<file path="src/weadc_pkg.sv">
// Shared types and constants for the windowed energy activity detector.
`timescale 1ns / 1ps

package weadc_pkg;

    // Fixed field widths
    localparam int SAMPLE_BITS    = 16;
    localparam int WINDOW_BITS    = 16;
    localparam int SQ_BITS        = 2 * SAMPLE_BITS - 1;
    localparam int THR_BITS       = 31;
    localparam int CFG_DATA_BITS  = 31;
    localparam int CFG_INDEX_BITS = 3;
    localparam int OFFSET_BITS    = 32;

    // Register indexes
    localparam logic [CFG_INDEX_BITS-1:0] REG_CHANS        = 3'd0;
    localparam logic [CFG_INDEX_BITS-1:0] REG_WIN_LEN      = 3'd1;
    localparam logic [CFG_INDEX_BITS-1:0] REG_PAD_LEN      = 3'd2;
    localparam logic [CFG_INDEX_BITS-1:0] REG_ENERGY_THR   = 3'd3;
    localparam logic [CFG_INDEX_BITS-1:0] REG_REGION_START = 3'd4;

    typedef struct packed {
        logic signed [SAMPLE_BITS-1:0] sample;
        logic                          last_sample;
    } in_item_t;

    typedef struct packed {
        logic                   any_active;
        logic [OFFSET_BITS-1:0] active_start;
        logic [OFFSET_BITS-1:0] active_end;
    } out_item_t;

    typedef struct packed {
        logic [3:0]             chans_per_frame;
        logic [15:0]            win_len;
        logic [23:0]            pad_len;
        logic [THR_BITS-1:0]    energy_thr;
        logic [30:0]            region_start;
    } cfg_t;

    // Finished region handed from the accumulator to the output formatter
    typedef struct packed {
        logic                   found;
        logic [OFFSET_BITS-1:0] first_off;
        logic [OFFSET_BITS-1:0] last_off;
        logic [OFFSET_BITS-1:0] frames;
    } region_sum_t;

endpackage

</file>
<file path="src/weadc_square_stage.sv">
// Input register stage: capture one sample item and square it.
`timescale 1ns / 1ps

module weadc_square_stage (
    input  logic                                clk,
    input  logic                                rst_n,
    input  logic                                in_valid,
    output logic                                in_stall,
    input  weadc_pkg::in_item_t                 in_data,
    input  logic                                take,
    output logic                                sq_valid,
    output logic [weadc_pkg::SQ_BITS-1:0]       sq_value,
    output logic                                sq_last
);
    import weadc_pkg::*;

    logic                          valid_reg;
    logic [SQ_BITS-1:0]            sq_reg;
    logic                          last_reg;
    logic signed [2*SAMPLE_BITS-1:0] prod;

    assign prod     = in_data.sample * in_data.sample;
    assign in_stall = valid_reg && !take;

    always_ff @(posedge clk or negedge rst_n)
    begin
        if (!rst_n)
        begin
            valid_reg <= 1'b0;
        end
        else if (!in_stall)
        begin
            valid_reg <= in_valid;
        end
    end

    always_ff @(posedge clk)
    begin
        if (!in_stall && in_valid)
        begin
            sq_reg   <= prod[SQ_BITS-1:0];
            last_reg <= in_data.last_sample;
        end
    end

    assign sq_valid = valid_reg;
    assign sq_value = sq_reg;
    assign sq_last  = last_reg;

endmodule

</file>
<file path="src/weadc_accum.sv">
// Per-sample accumulator: frame and window tracking, window test, region summary.
`timescale 1ns / 1ps

module weadc_accum #(
    parameter int MAX_CHANNELS = 8
) (
    input  logic                                clk,
    input  logic                                rst_n,
    input  weadc_pkg::cfg_t                     cfg,
    input  logic                                sq_valid,
    input  logic [weadc_pkg::SQ_BITS-1:0]       sq_value,
    input  logic                                sq_last,
    output logic                                take,
    output logic                                sum_valid,
    output weadc_pkg::region_sum_t              sum_data,
    input  logic                                sum_ready
);
    import weadc_pkg::*;

    localparam int CH_BITS  = $clog2(MAX_CHANNELS + 1);
    localparam int CNT_BITS = $clog2((2**WINDOW_BITS - 1) * MAX_CHANNELS + 1);
    localparam int SUM_BITS = CNT_BITS + 2 * SAMPLE_BITS - 2;
    localparam int LIM_BITS = THR_BITS + CNT_BITS;

    logic [SUM_BITS-1:0]    energy_reg, energy_next, energy_inc;
    logic [CNT_BITS-1:0]    count_reg, count_next, count_inc;
    logic [CH_BITS-1:0]     chan_reg, chan_next, chan_inc;
    logic [OFFSET_BITS-1:0] frame_reg, frame_next, frame_inc;
    logic [OFFSET_BITS-1:0] wstart_reg, wstart_next;
    logic [OFFSET_BITS-1:0] first_reg, first_next, first_upd;
    logic [OFFSET_BITS-1:0] lastoff_reg, lastoff_next, lastoff_upd;
    logic                   found_reg, found_next, found_upd;
    logic                   sv_reg, sv_next;
    region_sum_t            sd_reg;

    logic [4:0]             eff_ch;
    logic [WINDOW_BITS-1:0] eff_win;
    logic [LIM_BITS-1:0]    limit;
    logic                   frame_done, win_close, active, fire, sum_free;

    assign sum_free = !sv_reg || sum_ready;
    assign fire     = sq_valid && (!sq_last || sum_free);
    assign take     = fire;

    always_comb
    begin
        if (cfg.chans_per_frame == 4'd0)
            eff_ch = 5'd1;
        else if (5'(cfg.chans_per_frame) > 5'(MAX_CHANNELS))
            eff_ch = 5'(MAX_CHANNELS);
        else
            eff_ch = 5'(cfg.chans_per_frame);

        eff_win = (cfg.win_len[WINDOW_BITS-1:0] == '0)
                  ? WINDOW_BITS'(1) : cfg.win_len[WINDOW_BITS-1:0];
    end

    assign energy_inc = energy_reg + SUM_BITS'(sq_value);
    assign count_inc  = count_reg + CNT_BITS'(1);
    assign chan_inc   = chan_reg + CH_BITS'(1);
    assign frame_done = (5'(chan_inc) >= eff_ch) || sq_last;
    assign frame_inc  = frame_done ? frame_reg + OFFSET_BITS'(1) : frame_reg;
    assign win_close  = frame_done
                        && (((frame_inc - wstart_reg) >= OFFSET_BITS'(eff_win)) || sq_last);
    assign limit      = LIM_BITS'(cfg.energy_thr) * LIM_BITS'(count_inc);
    assign active     = win_close && (LIM_BITS'(energy_inc) > limit);

    assign first_upd   = (active && !found_reg) ? wstart_reg : first_reg;
    assign lastoff_upd = active ? frame_inc : lastoff_reg;
    assign found_upd   = found_reg || active;

    always_comb
    begin
        energy_next  = energy_reg;
        count_next   = count_reg;
        chan_next    = chan_reg;
        frame_next   = frame_reg;
        wstart_next  = wstart_reg;
        first_next   = first_reg;
        lastoff_next = lastoff_reg;
        found_next   = found_reg;
        sv_next      = sum_free ? (fire && sq_last) : sv_reg;
        if (fire)
        begin
            if (sq_last)
            begin
                energy_next  = '0;
                count_next   = '0;
                chan_next    = '0;
                frame_next   = '0;
                wstart_next  = '0;
                first_next   = '0;
                lastoff_next = '0;
                found_next   = 1'b0;
            end
            else
            begin
                energy_next  = win_close ? '0 : energy_inc;
                count_next   = win_close ? '0 : count_inc;
                chan_next    = frame_done ? '0 : chan_inc;
                frame_next   = frame_inc;
                wstart_next  = win_close ? frame_inc : wstart_reg;
                first_next   = first_upd;
                lastoff_next = lastoff_upd;
                found_next   = found_upd;
            end
        end
    end

    always_ff @(posedge clk or negedge rst_n)
    begin
        if (!rst_n)
        begin
            energy_reg  <= '0;
            count_reg   <= '0;
            chan_reg    <= '0;
            frame_reg   <= '0;
            wstart_reg  <= '0;
            first_reg   <= '0;
            lastoff_reg <= '0;
            found_reg   <= 1'b0;
            sv_reg      <= 1'b0;
        end
        else
        begin
            energy_reg  <= energy_next;
            count_reg   <= count_next;
            chan_reg    <= chan_next;
            frame_reg   <= frame_next;
            wstart_reg  <= wstart_next;
            first_reg   <= first_next;
            lastoff_reg <= lastoff_next;
            found_reg   <= found_next;
            sv_reg      <= sv_next;
        end
    end

    always_ff @(posedge clk)
    begin
        if (fire && sq_last)
        begin
            sd_reg.found     <= found_upd;
            sd_reg.first_off <= first_upd;
            sd_reg.last_off  <= lastoff_upd;
            sd_reg.frames    <= frame_inc;
        end
    end

    assign sum_valid = sv_reg;
    assign sum_data  = sd_reg;

endmodule

</file>
<file path="src/weadc_region_out.sv">
// Output stage: widen the active span by the margin, clamp, add the region base.
`timescale 1ns / 1ps

module weadc_region_out (
    input  logic                                clk,
    input  logic                                rst_n,
    input  weadc_pkg::cfg_t                     cfg,
    input  logic                                sum_valid,
    input  weadc_pkg::region_sum_t              sum_data,
    output logic                                sum_ready,
    output logic                                out_valid,
    input  logic                                out_stall,
    output weadc_pkg::out_item_t                out_data
);
    import weadc_pkg::*;

    logic                   ov_reg;
    out_item_t              od_reg, od_next;
    logic                   out_free, has_act;
    logic [OFFSET_BITS-1:0] lo, hi, base;
    logic [OFFSET_BITS:0]   hi_wide;

    assign out_free  = !ov_reg || !out_stall;
    assign sum_ready = out_free;

    always_comb
    begin
        has_act = sum_data.found && (sum_data.first_off < sum_data.last_off);
        base    = OFFSET_BITS'(cfg.region_start);
        lo      = (sum_data.first_off > OFFSET_BITS'(cfg.pad_len))
                  ? sum_data.first_off - OFFSET_BITS'(cfg.pad_len) : '0;
        hi_wide = (OFFSET_BITS+1)'(sum_data.last_off)
                  + (OFFSET_BITS+1)'(cfg.pad_len);
        hi      = (hi_wide > (OFFSET_BITS+1)'(sum_data.frames))
                  ? sum_data.frames : hi_wide[OFFSET_BITS-1:0];
        od_next.any_active   = has_act;
        od_next.active_start = has_act ? base + lo : base;
        od_next.active_end   = has_act ? base + hi : base;
    end

    always_ff @(posedge clk or negedge rst_n)
    begin
        if (!rst_n)
        begin
            ov_reg <= 1'b0;
        end
        else if (out_free)
        begin
            ov_reg <= sum_valid;
        end
    end

    always_ff @(posedge clk)
    begin
        if (out_free && sum_valid)
        begin
            od_reg <= od_next;
        end
    end

    assign out_valid = ov_reg;
    assign out_data  = od_reg;

endmodule

</file>
<file path="src/windowed_energy_activity_detect_core.sv">
// Top level of the windowed energy activity detector: config registers and stage wiring.
`timescale 1ns / 1ps

// Energy-threshold activity detector over interleaved signed samples, one sample
// per item. Each group of channel-count samples makes a frame and each group of
// window-length frames makes a window; a window is active when its sum of squares
// exceeds the energy threshold times its sample count. On the item flagged
// last_sample the block emits one result: the activity flag and the active span,
// widened by the pad length, clamped to the region and offset by region_start (both
// ends equal region_start when nothing was active); all region state then clears.
// Items are accepted one per cycle while the input is not stalled; each sample passes
// once through the square and the threshold multiply-accumulate. The input stalls
// only when a last-marked item finds both the summary register and the output
// register full while the output is stalled. A result passes through the
// input/square register, the accumulator summary register and the output register
// before it shows on out_valid. Write configuration only while no item is in flight;
// writes take effect at the next edge.

module windowed_energy_activity_detect_core #(
    parameter int MAX_CHANNELS = 8
) (
    input  logic                                    clk,
    input  logic                                    rst_n,
    input  logic                                    in_valid,
    output logic                                    in_stall,
    input  weadc_pkg::in_item_t                     in_data,
    output logic                                    out_valid,
    input  logic                                    out_stall,
    output weadc_pkg::out_item_t                    out_data,
    input  logic                                    cfg_we,
    input  logic [weadc_pkg::CFG_INDEX_BITS-1:0]    cfg_index,
    input  logic [weadc_pkg::CFG_DATA_BITS-1:0]     cfg_data
);
    import weadc_pkg::*;

    cfg_t                cfg_reg, cfg_next;
    logic                take, sq_valid, sq_last, sum_valid, sum_ready;
    logic [SQ_BITS-1:0]  sq_value;
    region_sum_t         sum_data;

    // Register file: decode the index, ignore writes beyond the list
    always_comb
    begin
        cfg_next = cfg_reg;
        if (cfg_we)
        begin
            unique case (cfg_index)
                REG_CHANS:        cfg_next.chans_per_frame = cfg_data[3:0];
                REG_WIN_LEN:      cfg_next.win_len         = cfg_data[15:0];
                REG_PAD_LEN:      cfg_next.pad_len         = cfg_data[23:0];
                REG_ENERGY_THR:   cfg_next.energy_thr      = cfg_data[THR_BITS-1:0];
                REG_REGION_START: cfg_next.region_start    = cfg_data[30:0];
                default:          cfg_next = cfg_reg;
            endcase
        end
    end

    always_ff @(posedge clk or negedge rst_n)
    begin
        if (!rst_n)
        begin
            cfg_reg.chans_per_frame <= 4'd1;
            cfg_reg.win_len         <= 16'd480;
            cfg_reg.pad_len         <= 24'd0;
            cfg_reg.energy_thr      <= 31'd1073742;
            cfg_reg.region_start    <= 31'd0;
        end
        else
        begin
            cfg_reg <= cfg_next;
        end
    end

    // Capture and square the sample; hold while the accumulator cannot take it
    weadc_square_stage u_square (
        .clk      (clk),
        .rst_n    (rst_n),
        .in_valid (in_valid),
        .in_stall (in_stall),
        .in_data  (in_data),
        .take     (take),
        .sq_valid (sq_valid),
        .sq_value (sq_value),
        .sq_last  (sq_last)
    );

    // Advance frame and window counters, judge windows, summarize the region
    weadc_accum #(
        .MAX_CHANNELS (MAX_CHANNELS)
    ) u_accum (
        .clk       (clk),
        .rst_n     (rst_n),
        .cfg       (cfg_reg),
        .sq_valid  (sq_valid),
        .sq_value  (sq_value),
        .sq_last   (sq_last),
        .take      (take),
        .sum_valid (sum_valid),
        .sum_data  (sum_data),
        .sum_ready (sum_ready)
    );

    // Apply margin, clamp and region base into the result register
    weadc_region_out u_out (
        .clk       (clk),
        .rst_n     (rst_n),
        .cfg       (cfg_reg),
        .sum_valid (sum_valid),
        .sum_data  (sum_data),
        .sum_ready (sum_ready),
        .out_valid (out_valid),
        .out_stall (out_stall),
        .out_data  (out_data)
    );

endmodule

</file>
<file path="config.mk">
export PLATFORM = sky130hd
export DESIGN_NAME = windowed_energy_activity_detect_core
export DESIGN_NICKNAME = d
export VERILOG_FILES = /design/src/weadc_pkg.sv /design/src/weadc_square_stage.sv /design/src/weadc_accum.sv /design/src/weadc_region_out.sv /design/src/windowed_energy_activity_detect_core.sv
export SDC_FILE = /design/constraint.sdc
export NUM_CORES = 2
export LEC_CHECK = 0
export BUFFER_PORTS_ARGS = -buffer_cell sky130_fd_sc_hd__buf_2
export CAP_MARGIN = 10
export CELL_PAD_IN_SITES_DETAIL_PLACEMENT = 2
export CELL_PAD_IN_SITES_GLOBAL_PLACEMENT = 2
export CORE_AREA = 2 2 394 396
export CTS_CLUSTER_DIAMETER = 30
export CTS_CLUSTER_SIZE = 25
export DETAILED_ROUTE_END_ITERATION = 6
export DIE_AREA = 0 0 396 398
export PLACE_DENSITY_LB_ADDON = 0.12
export SLEW_MARGIN = 25
export SYNTH_ARGS = -nofsm -noshare
export SYNTH_HDL_FRONTEND = slang
export SYNTH_HIERARCHICAL = 1
export SYNTH_SLANG_ARGS = --single-unit
</file>
<file path="constraint.sdc">
create_clock -name clk -period 14.39 [get_ports clk]
set_clock_uncertainty 0.1 [all_clocks]
set_input_delay 0.7195 -clock clk [delete_from_list [all_inputs] [get_ports clk]]
set_output_delay 0.7195 -clock clk [all_outputs]
set_load 0.02 [all_outputs]
</file>
==> flow_summary_export.csv <==
group,metric,value,unit
run_status,status,"finished clean",
setup_path,cp_data_arrival_time,13.76,ns
yosys,synth-async-reset-ratio,0.6163,
setup_path,reg2reg_from,"u_accum/count_reg[0]",
clocking,cts_setup_buffers,0,
setup_path,crit_type,"flip-flop to flip-flop",
routing,drt_wl_total,215.7,mm
floorplan,core,0.1533,mm²
floorplan,fp.dieW,396,µm
cells_and_area,nets,7995,
floorplan,die_area,0.1576,mm²
timing,period_needed,13.17,ns
hold_path,hold_class,"input pin to flip-flop",
timing,slew_viol_final,0,
yosys,syn_inst,6606,
cells_and_area,largest_register_ffs,106,
grt,grt_max_degree,98,
yosys,synth-compound-area-share,0.1261,
setup_path,slowest_delay,0.68,ns
clocking,clk_path_buf_depth,3,
placed_design,dp_hpwl,166.9,mm
yosys,ys.flop_type,"dfrtp_1",
yosys,synthSimpleGateAreaFrac,0.1396,
timing,tns,0,ns
floorplan,dieHeight,398,µm
grt,grt_usage,0.2792,
clocking,root_buffer,"clkbuf_16",
yosys,yosys.area_share.xor_xnor,0.04285,
grt,gr-total-overflow,0,
setup_path,path_max_fanout,39,
setup_path,crit_path_end,"u_accum/first_reg[7]",
yosys,yosysUniqueCellTypes,105,
timing,worst_pin_slew,1.053,ns
timing,relSlewSlack,0.2947,
timing,fin_crit_sh,0.9149,
clocking,cts_hold_buf,3,
grt,first_global_vias,55870,
cells_and_area,n_fill_cell,16350,
yosys,synth_area,0.06109,mm²
power_and_ir_drop,peakVddDrop,697.5,µV
placed_design,placed_cell_area,0.06391,mm²
cells_and_area,area_delta_synth_final,13.26,%
yosys,synth_top_family_by_area,"adder cells",
yosys,synth_edf_count,193,
cells_and_area,design_area,0.06919,mm²
setup_path,cpMostUsedCell,"fa_1",
timing,max_freq,75.96,MHz
setup_path,crit_path_top_delay_cell,"xor2_2",
placed_design,gp_congestion,0.8513,
setup_path,reg2reg_slack,1.22,ns
timing,whs,0.08665,ns
yosys,seq_area_frac_synth,0.2221,
routing,drt_iter0_markers,2209,
yosys,avgSynthCellArea,9.248,µm²
routing,avgRoutedWirePerCell,24.35,µm
clocking,cts_tree,"built",
setup_path,crit_required,14.99,ns
yosys,synth_fa_ha_area_frac,0.3472,
setup_path,startpoint,"u_accum/count_reg[0]",
power_and_ir_drop,leakage,0.03373,µW
routing,first_pass_iters,5,
grt,antenna_found_initial,14,
yosys,synth_fp_nets,7921,
cells_and_area,drive_gt1_frac,0.09245,
clocking,cts_resized,0,
setup_path,ff2ff_path_depth,40,
timing,final_hold_viol_count,0,
yosys,synth_mux_area_frac,0.03398,
floorplan,start_util,0.3984,
grt,grt_pass1_wl,338.6,mm
power_and_ir_drop,power,16460,µW
setup_path,startpoint_type,"flip-flop",
routing,vias,48520,
setup_path,worstReg2RegEnd,"u_accum/first_reg[7]",
floorplan,rows,144,
clocking,clock_latency,0.79,ns
routing,ant_nets,0,
timing,grt_setup_unrepaired,"no",
yosys,ys_ff_latch,503,
routing,drc,0,
routing,routed_via_density,5.477,
clocking,cts_inserted_buffers,150,
hold_path,hp-start,"cfg_data[28]",
placed_design,io_buffers,122,
power_and_ir_drop,power_density,237.9,mW/mm²
clocking,cts_max_level,4,
clocking,cts.sinks,503,
yosys,synth_warnings,6,
job,cap_violations,0,
floorplan,num_io_pins,123,
timing,setup_viol,0,
setup_path,end_kind,"flip-flop",
clocking,cts.clk_slew.worst_paths,0.05,ns
-- power breakdown --
part / internal, µW / switching, µW / leakage (µW)
Combinational: 3930 / 6850 / 0.0253
Clock: 2280 / 1100 / 0.00246
Sequential: 2010 / 293 / 0.00594
-- how the worst min path moves through the flow --
stage | to | slack (ns) | depth (start not counted)
final | cfg_reg[59] | 0.09 | 2
after global routing | cfg_reg[28] | 0.08 | 2
after CTS | cfg_reg[28] | 0.03 | 2
after detailed placement | u_accum/wstart_reg[24] | 0.37 | 2
after global placement | u_accum/wstart_reg[24] | 0.36 | 2
after floorplan | cfg_reg[0] | 0.32 | 0
-- layout make-up --
cell class | count | area (µm²) | area share
diodes | 10 | 25.02 | 0.0003617
clock buffers | 202 | 4119 | 0.05953
clock inverters | 74 | 1106 | 0.01599
inverters | 1134 | 4257 | 0.06152
multi-input cells | 4697 | 42380 | 0.6124
flip-flops and latches | 503 | 13570 | 0.1961
well taps | 2044 | 2557 | 0.03696
repair buffers | 194 | 1181 | 0.01707
-- cell usage in the layout, fill, tap and decap left out, types with 121 or more instances in the layout --
| cell | count |
|---|---|
| clkbuf_16 | 150 |
| o21ai_0 | 300 |
| fa_1 | 727 |
| dfrtp_1 | 296 |
| a21oi_1 | 252 |
| buf_2 | 121 |
| inv_1 | 1132 |
| ha_1 | 531 |
| a21o_1 | 142 |
| xnor2_1 | 175 |
| nand2_1 | 840 |
| nor2_1 | 225 |
| and2_1 | 253 |
| edfxtp_1 | 193 |
-- Yosys cell counts, types with 37 or more instances --
cell type / number / share of area
inv_1: 1133 / 0.070
nand2_1: 841 / 0.052
fa_1: 727 / 0.24
ha_1: 532 / 0.11
o21ai_0: 300 / 0.025
dfrtp_1: 297 / 0.12
and2_1: 254 / 0.026
a21oi_1: 252 / 0.021
nor2_1: 227 / 0.014
clkbuf_1: 203 / 0.012
edfxtp_1: 193 / 0.095
xnor2_1: 182 / 0.026
a21o_1: 143 / 0.018
xor2_1: 115 / 0.016
mux2_2: 107 / 0.020
nand3_1: 97 / 0.0079
a22o_1: 92 / 0.013
nor2b_1: 71 / 0.0073
mux2_1: 64 / 0.012
nand2b_1: 52 / 0.0053
nand4_1: 50 / 0.0051
nor4_1: 48 / 0.0049
nor3_1: 46 / 0.0038
a211oi_1: 39 / 0.0048
and3_1: 37 / 0.0038
-- metal layers --
| layer | track usage | routed length (µm) | vias to the layer above |
|---|---|---|---|
| li1 | - | - | 21830 |
| met1 | 0.3651 | 95480 | 25490 |
| met2 | 0.4850 | 106800 | 927 |
| met3 | 0.03825 | 8427 | 264 |
| met4 | 0.07251 | 4924 | 0 |
| met5 | 0 | 0 | - |
-- through the flow --
step / utilization / cells / setup WS (ns)
2_1_floorplan: - / 6606 / 4.192
4_1_cts: 0.4511 / 8848 / 1.109
6_report: 0.4513 / 8858 / 1.225
5_1_grt: 0.4512 / 8854 / 0.3046
3_3_place_gp: 0.4167 / 8569 / 1.664
3_5_place_dp: 0.4168 / 8569 / 1.258
-- worst max-delay path: cells and delay by family (launching register included) --
family                   cells  cell delay [ns]
AND/OR/NAND/NOR             11             2.53
flip-flops                   1             0.36
AO/OA/AOI/OAI                9             3.19
buffers and inverters       10             2.06
XOR/XNOR                     2             0.84
adder cells (fa/ha/maj)      8             3.99
-- cell families (layout without fill, tap and decap cells) --
group | count (synthesis) | after routing
other cells | 1 | 11
flops | 503 | 503
xor+xnor | 298 | 298
buf+inv | 1406 | 1604
mux | 186 | 186
compound gates | 1155 | 1155
simple gates | 1798 | 1798
fa+ha+maj | 1259 | 1259
No activity file was read; power rests on OpenSTA's default activity.
